==> src/hw/rtl/vid_pkg.sv <==
// ----------------------------------------------------------------------------
// vid_pkg
// Shared types and constants of the vertex index deduplicator.
// ----------------------------------------------------------------------------
`default_nettype none

package vid_pkg;

   localparam int OUT_INDEX_BITS = 24;
   localparam int HASH_BITS      = 32;
   localparam int EPOCH_BITS     = 8;
   localparam int MOD_STEPS      = 3;
   localparam int MIX_SHIFT      = 15;

   localparam logic [HASH_BITS-1:0] HASH_P = 32'h9E37_79B1;
   localparam logic [HASH_BITS-1:0] HASH_T = 32'h85EB_CA77;
   localparam logic [HASH_BITS-1:0] HASH_N = 32'hC2B2_AE3D;

   localparam logic [EPOCH_BITS-1:0] EPOCH_NONE  = '0;
   localparam logic [EPOCH_BITS-1:0] EPOCH_FIRST = EPOCH_BITS'(1);
   localparam logic [EPOCH_BITS-1:0] EPOCH_MAX   = '1;

   typedef enum logic [7:0] {
      ST_CLEAR = 8'b0000_0001,
      ST_IDLE  = 8'b0000_0010,
      ST_HASH  = 8'b0000_0100,
      ST_MIX   = 8'b0000_1000,
      ST_MOD   = 8'b0001_0000,
      ST_READ  = 8'b0010_0000,
      ST_CMP   = 8'b0100_0000,
      ST_DONE  = 8'b1000_0000
   } state_type;

   typedef struct packed {
      logic load;
      logic mix;
      logic mod_step;
      logic compare;
      logic finish;
      logic clear_step;
   } cmd_type;

   typedef struct packed {
      logic need_clear;
      logic no_normal;
      logic mod_last;
      logic probe_done;
      logic clear_last;
      logic out_free;
   } status_type;

endpackage

`default_nettype wire

==> src/hw/rtl/vid_ctrl.sv <==
// ----------------------------------------------------------------------------
// vid_ctrl
// Sequencer: clearing sweep, hashing, probing and result hand-off.
// ----------------------------------------------------------------------------
`default_nettype none

module vid_ctrl (
   input  wire logic             clock,
   input  wire logic             reset,
   input  wire logic             req_tvalid,
   output logic                  req_tready,
   input  vid_pkg::status_type   status,
   output vid_pkg::cmd_type      cmd
);
   import vid_pkg::*;

   state_type state_ff, state_in;
   logic      pend_ff, pend_in;

   always_comb begin
      state_in   = state_ff;
      pend_in    = pend_ff;
      cmd        = '0;
      req_tready = 1'b0;
      case (state_ff)
         ST_CLEAR: begin
            cmd.clear_step = 1'b1;
            if (status.clear_last) begin
               state_in = pend_ff ? ST_HASH : ST_IDLE;
            end
         end
         ST_IDLE: begin
            req_tready = 1'b1;
            if (req_tvalid) begin
               cmd.load = 1'b1;
               pend_in  = 1'b1;
               state_in = status.need_clear ? ST_CLEAR : ST_HASH;
            end
         end
         ST_HASH: begin
            state_in = status.no_normal ? ST_DONE : ST_MIX;
         end
         ST_MIX: begin
            cmd.mix  = 1'b1;
            state_in = ST_MOD;
         end
         ST_MOD: begin
            cmd.mod_step = 1'b1;
            if (status.mod_last) begin
               state_in = ST_READ;
            end
         end
         ST_READ: begin
            state_in = ST_CMP;
         end
         ST_CMP: begin
            cmd.compare = 1'b1;
            state_in    = status.probe_done ? ST_DONE : ST_READ;
         end
         ST_DONE: begin
            if (status.out_free) begin
               cmd.finish = 1'b1;
               state_in   = ST_IDLE;
            end
         end
         default: begin
            state_in = ST_IDLE;
         end
      endcase
   end

   always_ff @(posedge clock) begin
      if (reset) begin
         state_ff <= ST_CLEAR;
         pend_ff  <= 1'b0;
      end else begin
         state_ff <= state_in;
         pend_ff  <= pend_in;
      end
   end

   a_finish_free: assert property (@(posedge clock) disable iff (reset)
      cmd.finish |-> status.out_free)
      else $error("result overwritten while still held");

   a_compare_after_read: assert property (@(posedge clock) disable iff (reset)
      cmd.compare |-> $past(state_ff == ST_READ))
      else $error("compare without a table read");

endmodule

`default_nettype wire

==> config.mk <==
export PLATFORM = sky130hd
export DESIGN_NAME = vid_ctrl
export DESIGN_NICKNAME = d
export VERILOG_FILES = /design/src/hw/rtl/vid_pkg.sv /design/src/hw/rtl/vid_ctrl.sv
export SDC_FILE = /design/constraint.sdc
export NUM_CORES = 1
export LEC_CHECK = 0
export BUFFER_PORTS_ARGS = -buffer_cell sky130_fd_sc_hd__clkbuf_2
export CAP_MARGIN = 40
export CORE_AREA = 5 5 42 44
export CTS_BUF_LIST = sky130_fd_sc_hd__clkbuf_8
export CTS_CLUSTER_DIAMETER = 120
export DETAILED_ROUTE_END_ITERATION = 16
export DIE_AREA = 0 0 47 49
export PLACE_DENSITY = 0.64
export SLEW_MARGIN = 20
export SYNTH_ARGS = -nofsm -noshare
export SYNTH_HDL_FRONTEND = slang
export SYNTH_SLANG_ARGS = --single-unit
==> constraint.sdc <==
create_clock -name clock -period 5.46 [get_ports clock]
set_clock_uncertainty 0.2 [all_clocks]
set_input_delay 0 -clock clock [delete_from_list [all_inputs] [get_ports clock]]
set_output_delay 0 -clock clock [all_outputs]
set_load 0.03 [all_outputs]
==> summary.txt <==
Synthesis
  • Yosys top cell area share: 0.3288
  • Register area share after synthesis: 0.3288
  • Syn nets: 76
  • Post-Synth Simple-Gate Area: 0.4498
  • Top cell type by total area after synthesis: dfxtp_1
  • Yosys warns: 0
  • Synth Register Bits: 9
  • Leading register cell type out of synthesis: dfxtp_1
  • Post-synthesis mux area share: 0
  • Xor-xnor portion of the synthesized cell area: 0.03196
  • Synth Area in Compound Gates: 0.1416
  • Top area cells in the synthesized netlist: dfxtp_1 (33%), nor2_1 (5.5%), nor4_2 (4.6%)
  • Post-synthesis adder-cell area fraction: 0
  • Cells after Synth: 67
  • Netlist cell types: 31
  • Synthesized cell area: between 500 and 600 um^2
  • EDFF count, synth: 0
  • Async S/R FF share, synth: 0
  • Largest family of logic cells by synthesized area: simple AND/OR/NAND/NOR gates
  • Syn Area/Cell: 8.179 um^2

Finish
  • Commonest non-fill, non-tap cell in the layout: clkbuf_2
  • Antenna Cells: 0
  • Design area: roughly 800 um^2
  • Layout area overhead: 43.15%
  • Nets@finish: approximately 110
  • Fillers: approximately 140
  • Share of post-route cells with drive strength above 1: 0.2737
  • Most frequent cells in the layout: clkbuf_2 (15), dlygate4sd3_1 (10), dfxtp_1 (9)

Clock tree
  • Root Buffer: clkbuf_8
  • Post_cts resized: 0
  • Worst-Skew Late Latency: between 200 and 250 ps
  • Clk slew on worst S/H paths: roughly 40 ps
  • CTS Hold Bufs: 10
  • Clock net sink count: 9
  • TritonCTS clock tree: yes
  • Max Root-Sink Buffers: 2
  • CTS HTree Levels: 1
  • CTS buffer count: 3
  • Post-CTS Setup Inserts: 0

Setup path
  • WP data required: around 5400 ps
  • Reg-to-Reg Start: state_ff[3]
  • FF-to-FF path depth: 5
  • Max FO, Critical Path: 7
  • Critical-path cell list: or4_4 -> nor4_2 -> a31oi_1 -> a31o_1 -> dlygate4sd3_1
  • Critical-path top delay cell: dlygate4sd3_1
  • Slowest stage delay, CP: around 550 ps
  • Worst path bufs/invs: 1
  • Worst Path Arrival: approximately 2400 ps
  • Family with the most delay on the worst path: simple AND/OR/NAND/NOR gates
  • Crit start category: register
  • CP Capture Type: register
  • Worst Path Class, Setup: register to register
  • Setup slack, reg-to-reg: approximately 3000 ps
  • Reg2reg end: state_ff[0]

Timing
  • Worst Max-Slew Pin Slew: approximately 520 ps
  • Setup violations, final: 0
  • Slew Limit Fails: 0
  • F_max: slightly above 0.4 GHz
  • RSZ-0062 raised after global routing: false
  • Final Hold Fails: 0
  • Crit path time final: around 2500 ps
  • Final TNS setup: 0 ps
  • Slew Limit Headroom: 0.6498
  • Period utilization: 0.4541

Hold path
  • HP Start: status[0]
  • WHS Path Cells: 4
  • Worst hold path class: input port to output port
  • Hold endpoint: cmd[1]

Floorplanning
  • Die span in y: approximately 49 um
  • Die area: around 2300 um^2
  • Row Count: 14
  • Initial Util: 0.3911
  • Core area: approximately 1400 um^2
  • Die width: around 47 um
  • # IOs: 16

Global route
  • GRT Total Usage: 0.1411
  • Met1 GRT Util: 0.1593
  • First-pass GRT wire length: around 2300 um
  • Global route overflow: 0
  • M2 GR Usage: 0.2353
  • Met3 Usage GRT: 0.02214
  • Vias in the first global route: ~550
  • Initial antenna violation count: 0
  • Pin count of the biggest net entering global routing: 8
  • Grt peak-use layer: met2

Route
  • DRC: 0
  • ANT nets after route: 0
  • Starting DRT DRC Count: 5
  • Vias: 574
  • WL final: 1463 um
  • Wire per inst: between 10 and 15 um
  • Pre-antenna DRT Iters: 4
  • DR vias/cell: roughly 5.2

Place
  • DP HPWL: approximately 990 um
  • DP Area: around 640 um^2
  • GP Congestion: around 0.75
  • IO buf count: 15

Run
  • Max Cap Viol: 0

Run status
  • Status: completed

Power
  • Peak VDD IR: roughly 0.00012 V
  • Leak Pwr: around 0.35 nW
  • Pwr/cell area: 259.4 nW/um^2
-- synthesized netlist by cell type (2+ instances only) --
cell type and count:
nand2_1 6, and3_1 2, a31oi_1 2, nand2b_1 3, a211o_1 2, nor3_1 3, nor4_2 2, nor4_1 2
nor4b_1 2, nor2_1 8, inv_1 6, dfxtp_1 9, and2_1 2
-- metrics by stage --
step                power [W]  setup slack, ps  utilization  hold slack [ps]  cells
floorplan           0.0001118             3306            -           -130.6     67
global placement    0.0001240             3567       0.4563           -22.84     97
detailed placement  0.0001246             3530       0.4563           -8.717     97
CTS                 0.0002054             3009       0.5598            168.5    111
global route        0.0002147             2875       0.5598            209.2    111
finish              0.0002035             2981       0.5598            174.2    111
-- cells by family (layout without fill, tap and decap cells) --
group / after synthesis / in the layout
AND/OR/NAND/NOR: 39 / 39
AO/OA/AOI/OAI: 10 / 10
flip-flops: 9 / 9
buffers and inverters: 7 / 35
XOR/XNOR: 2 / 2
-- power breakdown --
part	internal [W]	leakage (nW)	switching, W
logic	0.0000266	0.254	0.0000302
clock network	0.0000488	0.0269	0.0000246
registers	0.0000694	0.0732	0.00000381
-- area by class of cell --
class / instances / area (um^2) / share of cell area
Multi-Input combinational cell: 51 / 341.6 / 0.4354
Sequential cell: 9 / 180.2 / 0.2297
Timing Repair Buffer: 25 / 175.2 / 0.2233
Clock buffer: 3 / 41.29 / 0.05263
Inverter: 6 / 22.52 / 0.02871
Tap cell: 16 / 20.02 / 0.02552
Clock inverter: 1 / 3.754 / 0.004785
-- sequential cells by signal (all words and copies together) (netlist names) --
name,cells
state_ff,8
pend_ff,1
-- metal layers --
metal  vias to the layer above  part of all wire
met2                        17              0.50
met1                       260              0.43
met3                         2             0.059
met5                         -                 0
met4                         0            0.0082
li1                        295                 -
-- how the worst max path moves through the flow --
| stage | startpoint | to | slack, ps | cells past startpoint |
|---|---|---|---|---|
| finish | state_ff[3] | state_ff[0] | 2980 | 5 |
| global route | state_ff[0] | state_ff[0] | 2870 | 5 |
| CTS | state_ff[0] | state_ff[0] | 3010 | 5 |
| detailed placement | state_ff[0] | state_ff[1] | 3530 | 5 |
| global placement | state_ff[6] | state_ff[6] | 3570 | 5 |
| floorplan | state_ff[6] | state_ff[4] | 3310 | 4 |
-- worst min-delay path: stages --
cell	delay [ps]
clkbuf_2	100
inv_1	50
nor3_1	50
clkbuf_2	180
(Power assumes the default switching activity.)
